File: config.mk
export PLATFORM = sky130hd
export DESIGN_NAME = awvn_ram
export DESIGN_NICKNAME = d
export VERILOG_FILES = /design/src/design/awvn_ram.sv
export SDC_FILE = /design/constraint.sdc
export NUM_CORES = 1
export LEC_CHECK = 0
export ABC_AREA = 1
export BUFFER_PORTS_ARGS = -buffer_cell sky130_fd_sc_hd__buf_4
export CAP_MARGIN = 20
export CELL_PAD_IN_SITES_DETAIL_PLACEMENT = 1
export CELL_PAD_IN_SITES_GLOBAL_PLACEMENT = 1
export CORE_MARGIN = 4
export CORE_UTILIZATION = 49
export CTS_CLUSTER_SIZE = 40
export DETAILED_ROUTE_END_ITERATION = 7
export GPL_TIMING_DRIVEN = 0
export PLACE_DENSITY_LB_ADDON = 0.1
export SKIP_LAST_GASP = 1
export SLEW_MARGIN = 20
export SYNTH_ARGS = -nofsm -noshare
export SYNTH_HDL_FRONTEND = slang
export SYNTH_SLANG_ARGS = --single-unit
File: constraint.sdc
create_clock -name clk -period 1.4 [get_ports clk]
set_input_delay 0.07 -clock clk [delete_from_list [all_inputs] [get_ports clk]]
set_output_delay 0.07 -clock clk [all_outputs]
set_load 0.02 [all_outputs]
File: src/design/awvn_ram.sv
// ----------------------------------------------------------------------------
// awvn_ram
// Generic single write port, single read port RAM with registered read data.
// ----------------------------------------------------------------------------
`default_nettype none

module awvn_ram #(
  parameter int WIDTH = 8,
  parameter int DEPTH = 16,
  localparam int AW = $clog2(DEPTH)
) (
  input  wire logic             clk,
  input  wire logic             we,
  input  wire logic [AW-1:0]    waddr,
  input  wire logic [WIDTH-1:0] wdata,
  input  wire logic [AW-1:0]    raddr,
  output logic      [WIDTH-1:0] rdata
);

  logic [WIDTH-1:0] mem [DEPTH];
  logic [WIDTH-1:0] rdata_r;

  always_ff @(posedge clk) begin
    if (we) begin
      mem[waddr] <= wdata;
    end
    rdata_r <= mem[raddr];
  end

  assign rdata = rdata_r;

endmodule

`default_nettype wire

# --- Word level (Yosys, flattened, before mapping) ---
# Memories as Yosys holds them, arrays and structs flattened. A register that Yosys moved wholly into a read port is not among the register bits.
# Index checks and enable logic that the tools add are counted.
classes:
  mux: 2
op_table:
  columns: ["op", "n"]
  rows:
  - ["$mux W1", 2]
totals:
  register_bits: 0
  ramBits: 128
  in_bits: 18
  output_inout_bits: 8
  mem_count: 1
mem_list:
  columns: ["memory", "depth", "width", "read_ports", "rd_ports_with_merged_regs", "wr", "line_no", "source"]
  rows:
  - ["mem", 16, 8, 1, 1, 1, "20", "logic [WIDTH-1:0] mem [DEPTH];"]

# --- Logic depth before layout (Yosys ltp) ---
logic_depth:
  depth_word: 2
  depth_mapped: 8

# --- Least setup slack after synthesis ---
# OpenSTA, ideal clock, no wires.
synth_timing:
  kind: "input to register"
  from: "input port waddr[2]"
  to: "memory mem[10][0], enable pin"
  arrival_time_ns: 0.651
  t_required_ns: 1.030
  path_slack_ns: 0.379
  path_stages: 2
  n_path_buf: 0
  path_cell_list: "nand3b_1 -> nor2_1"
synth_rtl:
  columns: ["item", "line_no", "source"]
  rows:
  - ["from (decl)", "14", "input wire logic [AW-1:0] waddr,"]
  - ["to (decl)", "20", null]
# No word-level cell before the write port.

# --- Worst setup path in the final report ---
layout_timing:
  from: "input port waddr[3]"
  to: "memory mem[4][1], enable pin"
# No word-level cell before the write port.

==> results.cfg <==
[run_status]
outcome = complete, no violations

[place]
pre_cts_slack_ns = -0.298
gp_congestion = 0.813
hpwl_mm = 10.8
portBuffers = 22

[final_layout]
fill_cells = 1240
final_util_pct = 58.2
diodes = 0
layout_commonest_cell = nand2_1
seq_area_sq_um = 4000
fin_nets = 612
final_cell_mix = nand2_1 (173), edfxtp_1 (128), inv_1 (100)
area_delta_synth_final_pct = 15.8
drive_gt1_share_pct = 11.9
multi_input_area_sq_um = 1210

[timing]
slew_violations = 0
timing.final.crit_period_ns = 1.24
fin_crit_sh_pct = 88.5
skew_ns = 0.00731
rsz0062_at_grt = false
timing.slew.headroom_pct = 28.3
setup_slack_ns = 0.161
tightest_slew_ns = 1.07
max_clock_freq_ghz = 0.807
hold_viol = 0
setup_viol = 0
tns_ns = 0

[power_and_ir_drop]
swShare_pct = 22.3
p_clk_share_pct = 44.1
p_sw_mw = 2.10
power_frac_comb_pct = 7.3
p_int_mw = 7.32
p_seq_share_pct = 48.6
power_density_nw_per_um2 = 1410
ir_drop_mv = 1.12
p_leak_nw = 2.91

[critical_path]
r2r_end = rdata[2]
critPathKind = in2reg
critPathRequiredTime_ns = 1.44
worst-r2r-setup-slack_ns = 0.29
critPathCaptureType = register
cp_max_fo = 8
start_kind = primary input
worstPathCellList = buf_4, nand3b_1, nor2_1
max_stage_delay_ns = 0.85
reg2reg_from = mem[11][2]
reg2reg_depth = 6
slowest_stage = nor2_1
worst-endpoint-arrival_ns = 1.28

[clocking]
clock-sinks = 136
cts_tree = done
clockBufferDepth = 2
clkLatencyLatePin_ns = 0.43
h-tree-depth = 4
cts_resized = 0
cts-root-buf = clkbuf_16
clk_pin_slew_ns = 0.06
cts_buffers = 17

[drt]
first_iter_violations = 347
antenna_left = 0
drt-wirelength-per-cell_um = 22.3
route.detailed.drc = 0
wl_mm = 16.8
viasPerCell = 5.42
firstDrtPassIters = 5
dr_total_vias = 4065

[floorplan]
row_count = 39
dieArea_sq_um = 13600
initial_core_util_pct = 50.3
die_h_um = 116
coreArea_sq_um = 11500
die_w_um = 116
ios = 26

[worst_hold_path]
whs_path_depth = 1
hold_path_end = mem[8][0]
worstHoldStart = wdata[0]
hold_path_class = in2reg

[flow_run]
timing.max_cap.violations = 0

[synth]
yosysWarnings = 0
syn_nets = 569
synth_cells = 551
synth_area_sq_um = 5770
avgSynthCellArea_sq_um = 10.5
synth-seq-cells = 136
ys_seq_area_share_pct = 69.4
ys_types = 12

[global_routing]
grt_pass1_wl_mm = 25.3
grt_max_degree = 17
grtUsageTotal_pct = 26.8
grt_antenna_before_repair = 0
grt_pass1_vias = 4261
grt_overflow_total = 0
-- cell families (layout without fill, tap and decap cells) --
logic type             after synthesis  count (layout)  synth area share [%]
buffers and inverters              126             182                  9.52
and+or+nand+nor                    289             289                  21.0
DFF                                136             136                  69.4
-- power groups by stage --
stage	combinational [mW]	sequential, mW	clock (mW)
after global placement	0.641	4.66	0
after CTS	0.685	4.58	4.19
final	0.688	4.58	4.16
after floorplan	0.321	4.69	0
after detailed placement	0.671	4.66	0
after global routing	0.746	4.59	4.39
-- timing repair --
item                                   CTS  global route
endpoints found under the hold margin   18             0
setup buffers                            0             0
hold buffers                             2             0
-- metal layers --
layer | vias up | GRT usage [%] | share of wire [%]
li1 | 1865 | - | -
met1 | 2030 | 35.4 | 41
met2 | 149 | 44.5 | 51
met3 | 21 | 5.08 | 6.3
met4 | 0 | 9.36 | 1.9
met5 | - | 0 | 0
-- flip-flops by register name (all words and copies together) (netlist names) --
register and cells:
rdata 8, mem 128
-- cells in the mapped netlist --
cell type | number | area, sq um
buf_4 | 4 | 30.0
buf_6 | 6 | 67.6
nor2_1 | 17 | 63.8
buf_1 | 1 | 3.75
dfxtp_1 | 8 | 160
nand2_1 | 173 | 649
inv_1 | 100 | 375
inv_2 | 2 | 7.51
nand3b_1 | 2 | 15.0
nand3_1 | 97 | 485
edfxtp_1 | 128 | 3840
buf_2 | 13 | 65.1
-- per-stage QoR --
| stage | total power, mW | instances | area (sq um) | hold WS [ns] |
|---|---|---|---|---|
| floorplan | 5.01 | 551 | 5770 | 0.169 |
| global placement | 5.30 | 716 | 6110 | 0.423 |
| detailed placement | 5.34 | 716 | 6110 | 0.430 |
| CTS | 9.46 | 750 | 6680 | 0.00405 |
| global route | 9.72 | 750 | 6680 | 0.0100 |
| finish | 9.43 | 750 | 6680 | 0.00836 |
-- worst max-delay path, delay by kind of cell --
kind / cells / cell delay (ns)
buf+inv: 1 / 0.12
simple gates: 2 / 1.08
-- worst max-delay path by stage --
stage                       to  slack (ns)      from
detailed placement   mem[5][7]       -0.30  waddr[3]
global placement     mem[7][6]       -0.24  waddr[3]
floorplan           mem[10][0]        0.38  waddr[2]
CTS                  mem[4][1]        0.15  waddr[3]
finish               mem[4][1]        0.16  waddr[3]
global route         mem[6][3]        0.08  waddr[3]
-- area by class of cell --
class / count / share of cell area (%)
plain buffers: 24 / 2.49
clock buffers: 19 / 6.49
clock inverters: 13 / 1.67
inverters: 102 / 5.74
multi-input cells: 289 / 18.2
flip-flops and latches: 136 / 60.0
well taps: 143 / 2.68
repair buffers: 24 / 2.77
(Power assumes the default switching activity.)
