--- src/design/awvn_pkg.sv ---
// ----------------------------------------------------------------------------
// awvn_pkg
// Shared sizes, command codes and handshake structs of the vertex normal core.
// ----------------------------------------------------------------------------
`default_nettype none

package awvn_pkg;

  localparam int VERTICES = 1024;
  localparam int ACC_BITS = 48;
  localparam int VIDX_W   = $clog2(VERTICES);
  localparam int IDX_W    = 10;
  localparam int COORD_W  = 16;
  localparam int VTX_W    = 3 * COORD_W;
  localparam int ACCV_W   = 3 * ACC_BITS;
  localparam int DIFF_W   = COORD_W + 1;
  localparam int PROD_W   = 2 * DIFF_W;
  localparam int CROSS_W  = PROD_W + 1;
  localparam int NORM_W   = 16;

  typedef enum logic [1:0] {
    CMD_LOAD = 2'd0,
    CMD_TRI  = 2'd1,
    CMD_READ = 2'd2
  } cmd_t;

  typedef struct packed {
    logic start;
    logic ack;
  } norm_ctl_t;

  typedef struct packed {
    logic valid;
    logic zero_length;
  } norm_stat_t;

endpackage

`default_nettype wire

--- src/design/awvn_norm.sv ---
// ----------------------------------------------------------------------------
// awvn_norm
// Iterative normalizer: range shift, sum of squares, bit-serial square root
// and a shared restoring divider that scales each component to Q1.14.
// ----------------------------------------------------------------------------
`default_nettype none

module awvn_norm import awvn_pkg::*; (
  input  wire logic                       clk,
  input  wire logic                       rst_n,
  input  wire norm_ctl_t                  ctl,
  input  wire logic signed [ACC_BITS-1:0] sum_x,
  input  wire logic signed [ACC_BITS-1:0] sum_y,
  input  wire logic signed [ACC_BITS-1:0] sum_z,
  output norm_stat_t                      stat,
  output logic signed [NORM_W-1:0]        norm_x,
  output logic signed [NORM_W-1:0]        norm_y,
  output logic signed [NORM_W-1:0]        norm_z
);

  localparam int M_W    = 30;
  localparam int SQ_W   = 2 * M_W + 2;
  localparam int RT_W   = 64;
  localparam int R_W    = 32;
  localparam int DIV_W  = 46;
  localparam int Q_W    = 15;

  typedef enum logic [2:0] {
    N_IDLE, N_SHIFT, N_SQ, N_ROOT, N_DLOAD, N_DIV, N_DONE
  } nstate_t;

  nstate_t                   state_r;
  logic [ACC_BITS-1:0]       mx_r, my_r, mz_r;
  logic [2:0]                neg_r;
  logic                      zero_r;
  logic [4:0]                cnt_r;
  logic [1:0]                ci_r;
  logic [SQ_W-1:0]           ssq_r;
  logic [RT_W-1:0]           rem_r, res_r, bit_r;
  logic [DIV_W-1:0]          drem_r, dsh_r;
  logic [Q_W-1:0]            dq_r;
  logic signed [NORM_W-1:0]  nx_r, ny_r, nz_r;

  logic [ACC_BITS-1:0] top, msel;
  logic [1:0]          sel;
  logic [M_W-1:0]      m30;
  logic [SQ_W-1:0]     sq;
  logic [RT_W-1:0]     rt_sum;
  logic                div_ge;
  logic [Q_W-1:0]      q_fin;
  logic [NORM_W-1:0]   q_signed;
  logic [R_W-1:0]      root;

  always_comb begin
    top = mx_r;
    if (my_r > top) begin
      top = my_r;
    end
    if (mz_r > top) begin
      top = mz_r;
    end
    sel = (state_r == N_SQ) ? cnt_r[1:0] : ci_r;
    case (sel)
      2'd0:    msel = mx_r;
      2'd1:    msel = my_r;
      default: msel = mz_r;
    endcase
    m30      = msel[M_W-1:0];
    sq       = SQ_W'(m30) * SQ_W'(m30);
    rt_sum   = res_r + bit_r;
    root     = res_r[R_W-1:0];
    div_ge   = (drem_r >= dsh_r);
    q_fin    = {dq_r[Q_W-2:0], div_ge};
    q_signed = neg_r[ci_r] ? NORM_W'(-{1'b0, q_fin}) : {1'b0, q_fin};
  end

  always_ff @(posedge clk) begin
    if (!rst_n) begin
      state_r <= N_IDLE;
      cnt_r   <= '0;
      ci_r    <= '0;
    end else begin
      case (state_r)
        N_IDLE: begin
          if (ctl.start) begin
            mx_r    <= sum_x[ACC_BITS-1] ? ACC_BITS'(-sum_x) : sum_x;
            my_r    <= sum_y[ACC_BITS-1] ? ACC_BITS'(-sum_y) : sum_y;
            mz_r    <= sum_z[ACC_BITS-1] ? ACC_BITS'(-sum_z) : sum_z;
            neg_r   <= {sum_z[ACC_BITS-1], sum_y[ACC_BITS-1], sum_x[ACC_BITS-1]};
            state_r <= N_SHIFT;
          end
        end
        N_SHIFT: begin
          if (top == '0) begin
            zero_r  <= 1'b1;
            nx_r    <= '0;
            ny_r    <= '0;
            nz_r    <= '0;
            state_r <= N_DONE;
          end else if (|top[ACC_BITS-1:M_W]) begin
            mx_r <= mx_r >> 1;
            my_r <= my_r >> 1;
            mz_r <= mz_r >> 1;
          end else begin
            zero_r  <= 1'b0;
            ssq_r   <= '0;
            cnt_r   <= '0;
            state_r <= N_SQ;
          end
        end
        N_SQ: begin
          ssq_r <= ssq_r + sq;
          cnt_r <= cnt_r + 5'd1;
          if (cnt_r == 5'd2) begin
            rem_r   <= RT_W'(ssq_r + sq);
            res_r   <= '0;
            bit_r   <= RT_W'(1) << (RT_W - 2);
            cnt_r   <= '0;
            state_r <= N_ROOT;
          end
        end
        N_ROOT: begin
          if (rem_r >= rt_sum) begin
            rem_r <= rem_r - rt_sum;
            res_r <= (res_r >> 1) + bit_r;
          end else begin
            res_r <= res_r >> 1;
          end
          bit_r <= bit_r >> 2;
          cnt_r <= cnt_r + 5'd1;
          if (cnt_r == 5'd31) begin
            ci_r    <= '0;
            state_r <= N_DLOAD;
          end
        end
        N_DLOAD: begin
          drem_r  <= DIV_W'({m30, 14'b0}) + DIV_W'(root >> 1);
          dsh_r   <= DIV_W'(root) << 14;
          dq_r    <= '0;
          cnt_r   <= '0;
          state_r <= N_DIV;
        end
        N_DIV: begin
          if (div_ge) begin
            drem_r <= drem_r - dsh_r;
          end
          dsh_r <= dsh_r >> 1;
          dq_r  <= q_fin;
          cnt_r <= cnt_r + 5'd1;
          if (cnt_r == 5'(Q_W - 1)) begin
            case (ci_r)
              2'd0:    nx_r <= q_signed;
              2'd1:    ny_r <= q_signed;
              default: nz_r <= q_signed;
            endcase
            if (ci_r == 2'd2) begin
              state_r <= N_DONE;
            end else begin
              ci_r    <= ci_r + 2'd1;
              state_r <= N_DLOAD;
            end
          end
        end
        N_DONE: begin
          if (ctl.ack) begin
            state_r <= N_IDLE;
          end
        end
        default: state_r <= N_IDLE;
      endcase
    end
  end

  assign stat.valid       = (state_r == N_DONE);
  assign stat.zero_length = zero_r;
  assign norm_x = nx_r;
  assign norm_y = ny_r;
  assign norm_z = nz_r;

endmodule

`default_nettype wire

--- config.mk ---
export PLATFORM = sky130hd
export DESIGN_NAME = awvn_norm
export DESIGN_NICKNAME = d
export VERILOG_FILES = /design/src/design/awvn_pkg.sv /design/src/design/awvn_norm.sv
export SDC_FILE = /design/constraint.sdc
export NUM_CORES = 2
export LEC_CHECK = 0
export BUFFER_PORTS_ARGS = -buffer_cell sky130_fd_sc_hd__buf_2
export CAP_MARGIN = 25
export CELL_PAD_IN_SITES_DETAIL_PLACEMENT = 1
export CELL_PAD_IN_SITES_GLOBAL_PLACEMENT = 2
export CORE_MARGIN = 1.5
export CORE_UTILIZATION = 45
export CTS_CLUSTER_DIAMETER = 80
export DETAILED_ROUTE_END_ITERATION = 10
export PLACE_DENSITY = 0.95
export SYNTH_ARGS = -nofsm -noshare
export SYNTH_HDL_FRONTEND = slang
export SYNTH_SLANG_ARGS = --single-unit
--- constraint.sdc ---
create_clock -name clk -period 23.4 [get_ports clk]
set_clock_uncertainty 0.1 [all_clocks]
set_input_delay 4.68 -clock clk [delete_from_list [all_inputs] [get_ports clk]]
set_output_delay 4.68 -clock clk [all_outputs]
set_load 0.02 [all_outputs]
# After elaboration in Yosys (flattened, before gate mapping)
# Index checks and enable logic that the tools add are counted.
[word_totals] register_bits=566 output_inout_bits=50
[classes] addsub=13 n_mul=1 order_cmp=5 eq_ne=29 muxes=65 reduce_logical=28
[ops] cell="$mux 48" count=14
[ops] cell="$pmux 64 s2" count=3
[ops] cell="$mux 64" count=5
[ops] cell="$pmux 48 s2" count=3
[ops] cell="$pmux 46 s2" count=2
[ops] cell="$neg 48->48" count=3
[ops] cell="$mux 16" count=8
[ops] cell="$mux 62" count=2
[ops] cell="$pmux 62 s2" count=1
[ops] cell="$gt 48x48->1" count=2
[ops] cell="$pmux 16 s2" count=3
[ops] cell="$add 63x64->64" count=1
[ops] cell="$add 64x64->64" count=1
[ops] cell="$ge 64x64->1" count=1
[ops] cell="$sub 64x64->64" count=1
[ops] cell="$add 62x60->63" count=1
[ops] cell="$add 62x60->62" count=1
[ops] cell="$mul 30x30->60" count=1
[ops] cell="$pmux 30 s2" count=1
[ops] cell="$logic_not 48->1" count=1
[ops] cell="$ge 46x46->1" count=1
[ops] cell="$mux 46" count=1
[ops] cell="$sub 46x46->46" count=1
[ops] cell="$add 44x31->45" count=1
[ops] cell="35 further kinds" count=82

# Logic depth before layout (Yosys ltp)
[depth] depth_word=8 ltp_mapped=57

# Least setup slack after synthesis
# No wires, ideal clock.
[synth_timing] path_type="input to register" from="input rst_n" to="register rem_r[0], enable pin" setup_time_ns=0.583 arrival_ns=13.641 slack_ns=9.075 stages=3 path_buffers=0 path_cell_list="nand2_1 -> nor2_1 -> a21boi_0"
[synth_via] elab_chain_cells=1
[synth_lines] item="start, declared" line_no="awvn_norm.sv:10" source="input wire logic rst_n,"
[synth_lines] item="$reduce_and 4->1 (no source line)"
[synth_lines] item="end signal, assigned" line_no="awvn_norm.sv:115" source="rem_r <= RT_W'(ssq_r + sq);"
[synth_lines] item="end signal, assigned" line_no="awvn_norm.sv:124" source="rem_r <= rem_r - rt_sum;"
[synth_lines] item="end, declared" line_no="awvn_norm.sv:39" source="logic [RT_W-1:0] rem_r, res_r, bit_r;"
# Every way passes these cells.
# A chain may end at the register's enable or synchronous reset.

# Final worst setup path
[layout_timing] from="register state_r[2]" to="register rem_r[61], data pin"
[layout_via] elab_chain_cells=8 elab_cells_between_ends=10
[layout_lines] item="start, declared" line_no="awvn_norm.sv:32" source="nstate_t state_r;"
[layout_lines] item="start signal, assigned" line_no="awvn_norm.sv:79" source="state_r <= N_IDLE;"
[layout_lines] item="start signal, assigned" line_no="awvn_norm.sv:90" source="state_r <= N_SHIFT;"
[layout_lines] item="start signal, assigned" line_no="awvn_norm.sv:99" source="state_r <= N_DONE;"
[layout_lines] item="$eq 3x2->1" line_no="awvn_norm.sv:62, awvn_norm.sv:83"
[layout_lines] item="$mux 2" line_no="awvn_norm.sv:62" source="sel = (state_r == N_SQ) ? cnt_r[1:0] : ci_r;"
[layout_lines] item="$eq 2x1->1 / $logic_not 2->1 (equally long branches)" line_no="awvn_norm.sv:63" source="case (sel)"
[layout_lines] item="$pmux 30 s2" line_no="awvn_norm.sv:63"
[layout_lines] item="$mul 30x30->60" line_no="awvn_norm.sv:69" source="sq = SQ_W'(m30) * SQ_W'(m30);"
[layout_lines] item="$add 62x60->63" line_no="awvn_norm.sv:115"
[layout_lines] item="$mux 64" line_no="awvn_norm.sv:114" source="if (cnt_r == 5'd2) begin"
[layout_lines] item="$pmux 64 s2 (*)" line_no="awvn_norm.sv:83" source="case (state_r)"
# Mark *: on every way between the ends. The rest lies on a longest branch, timed or not. The select of a mux whose other input is x is not followed.

==> impl_metrics.ini <==
[die]
die_h_um = 390.6
fp.coreArea_um2 = 149400
io_pins = 198
dieWidth_um = 390.6
start_util_pct = 45.25
die-area_um2 = 152600
placementRows = 142

[yosys]
synthCells = 7526
synth.avg_cell_area_um2 = 8.985
synth.top_cell.area_share_pct = 23.27
synth_nets = 9006
synth_warnings = 0
ys_async_sr_fraction_pct = 0
dominantRegCellSynth = edfxtp_1
syn_area_um2 = 67620
synthTopCellsByArea = edfxtp_1 23%, fa_1 21%, ha_1 12%, inv_1 6.1%, nand2_1 4.0%
yosysSeqAreaShare_pct = 23.57
ys_seq_elements = 534
yosysTopAreaCell = edfxtp_1
ys_types = 93
synth_edf_count = 524

[run_status]
status = completed

[worst_setup_path]
critPathMaxFanout = 27
crit_path_max_incr_delay_ns = 0.98
cp.arrival_ns = 15.48
critPathKind = reg -> reg
crit_path_end_kind = flip-flop
cpMostUsedCell = fa_1
cp_slowest_cell = a2111oi_0
worstPathRequired_ns = 23.67
start_kind = flip-flop

[clock_tree]
post_cts_resized = 0
post_cts_buffers = 0
cts-root-buf = clkbuf_16
numCtsBuffers = 71
clk_path_buf_depth = 3
cts_hold_buf = 0
cts_tree = yes
insertion_delay_ns = 0.68
clkTransAtPathRegs_ns = 0.06
cts.sinks = 534
htree_levels = 3

[routing]
drt-total-wl_mm = 234.7
drc_errors = 0
dr.pass1.iters = 6
first_iter_violations = 4027
drt-wirelength-per-cell_um = 24.26
ant_nets = 0
viasPerCell = 5.889
via_count = 56960

[sta]
fmax_ghz = 0.06577
slew_headroom_pct = 25.74
finalSetupTns_ns = 0
rsz0062_at_grt = no
hold_violations = 0
post-route-period-util_pct = 64.98
setup_violations = 0
min_period_ns = 15.21
tightest_slew_ns = 1.086
maxSlewViolCount = 0

[final_layout]
nets = 9077
drive_gt1_share_pct = 6.546
final_cell_mix = 1,092 x inv_1, 721 x nand2_1, 707 x fa_1
synthToLayoutAreaGrowth_pct = 8.497
final_core_util_pct = 49.10
final_common_cell = inv_1

[min_path]
hold_path_class = reg -> reg

[placed_design]
portBuffers = 197
dp.final_hpwl_mm = 185.5
gp_congestion = 0.9635

[global_route]
grt_pass1_wl_mm = 357.0
first_global_vias = 60820
antenna_found_initial = 8
grt_usage_pct = 30.52
grt.overflow.total = 0
grt_max_degree = 124

[job]
max-cap-violations = 0
critical path, delay by kind of cell, from the launching register on:
kind                       cells  cell delay, ns
and+or+nand+nor                8            2.01
buffers and inverters         10            1.91
DFF                            1            0.31
AOI/OAI and AO/OA             18            5.24
xor gates and xnor gates       2            0.37
adders and majority gates     10            4.81
muxes                          1            0.11
metrics by stage:
stage	instance area (um^2)	setup WS (ns)	hold WS, ns	std cells
5_1_grt	73360	7.398	0.4692	9671
3_5_place_dp	70850	8.306	0.4038	9532
2_1_floorplan	67620	9.075	0.3637	7526
6_report	73370	8.195	0.4164	9672
3_3_place_gp	70810	8.358	0.3844	9530
4_1_cts	73210	8.215	0.4162	9661
layer usage:
layer / up-vias / share of wire [%] / track usage [%]
li1: 25650 / - / -
met1: 28700 / 39 / 36.70
met2: 1951 / 48 / 52.31
met3: 661 / 5.4 / 3.675
met4: 4 / 7.1 / 18.32
met5: - / 0.0051 / 0
Yosys cell counts, types with 33 or more instances:
master and count:
a211oi_1 67, nand4_1 72, a31oi_1 83, and3_1 90, clkbuf_1 243, o21bai_1 53
nor2b_1 49, edfxtp_1 524, ha_1 625, and2_1 51, o21a_1 48, nand3_1 105
nor3_1 88, nand2b_1 52, a21o_1 169, nor4_1 67, or3_1 42, inv_1 1092
nand2_1 723, buf_1 33, xor2_1 295, o31ai_1 55, nor2_1 678, fa_1 707
o21ai_0 488, xnor2_1 213, a21oi_1 420
sequential cells by signal, indices dropped and copies added, names as in the netlist:
register / count
ssq_r: 62
norm_x: 16
state_r: 3
bit_r: 32
dq_r: 14
norm_z: 16
res_r: 64
rem_r: 64
drem_r: 46
dsh_r: 46
norm_y: 16
my_r: 48
zero_r: 1
mz_r: 48
mx_r: 48
ci_r: 2
cnt_r: 5
neg_r: 3
cell type report:
type                    instances  area [um^2]
multi-input cells            5605        46670
flip-flops and latches        534        15940
repair buffers                280         1720
clock inverters                45        495.5
fillers                     17390        76060
well taps                    2016         2522
diodes                          3        7.507
clock buffers                  84         1868
inverters                    1105         4149
kinds of logic (layout without fill, tap and decap cells):
| kind of cell | Yosys count | count (layout) | share of synthesized area [%] |
|---|---|---|---|
| adder cells (fa/ha/maj) | 1332 | 1332 | 32.50 |
| other | 0 | 3 | 0 |
| buffers and inverters | 1387 | 1514 | 7.714 |
| multiplexers | 22 | 22 | 0.3349 |
| AND/OR/NAND/NOR | 2112 | 2112 | 14.26 |
| XOR/XNOR | 508 | 508 | 6.580 |
| flip-flops | 534 | 534 | 23.57 |
| AO/OA/AOI/OAI | 1631 | 1631 | 15.05 |
worst paths after layout:
kind / from / end / slack [ns] / cells past startpoint
min reg2reg: cnt_r[0] / cnt_r[0] / 0.42 / 1
min: cnt_r[0] / cnt_r[0] / 0.42 / 1
max: state_r[2] / rem_r[61] / 8.19 / 49
max reg2reg: state_r[2] / rem_r[61] / 8.19 / 49
Power is left out: the tool's default activity adds up to more than one toggle a clock period on the data nets, which glitch-free logic cannot reach.
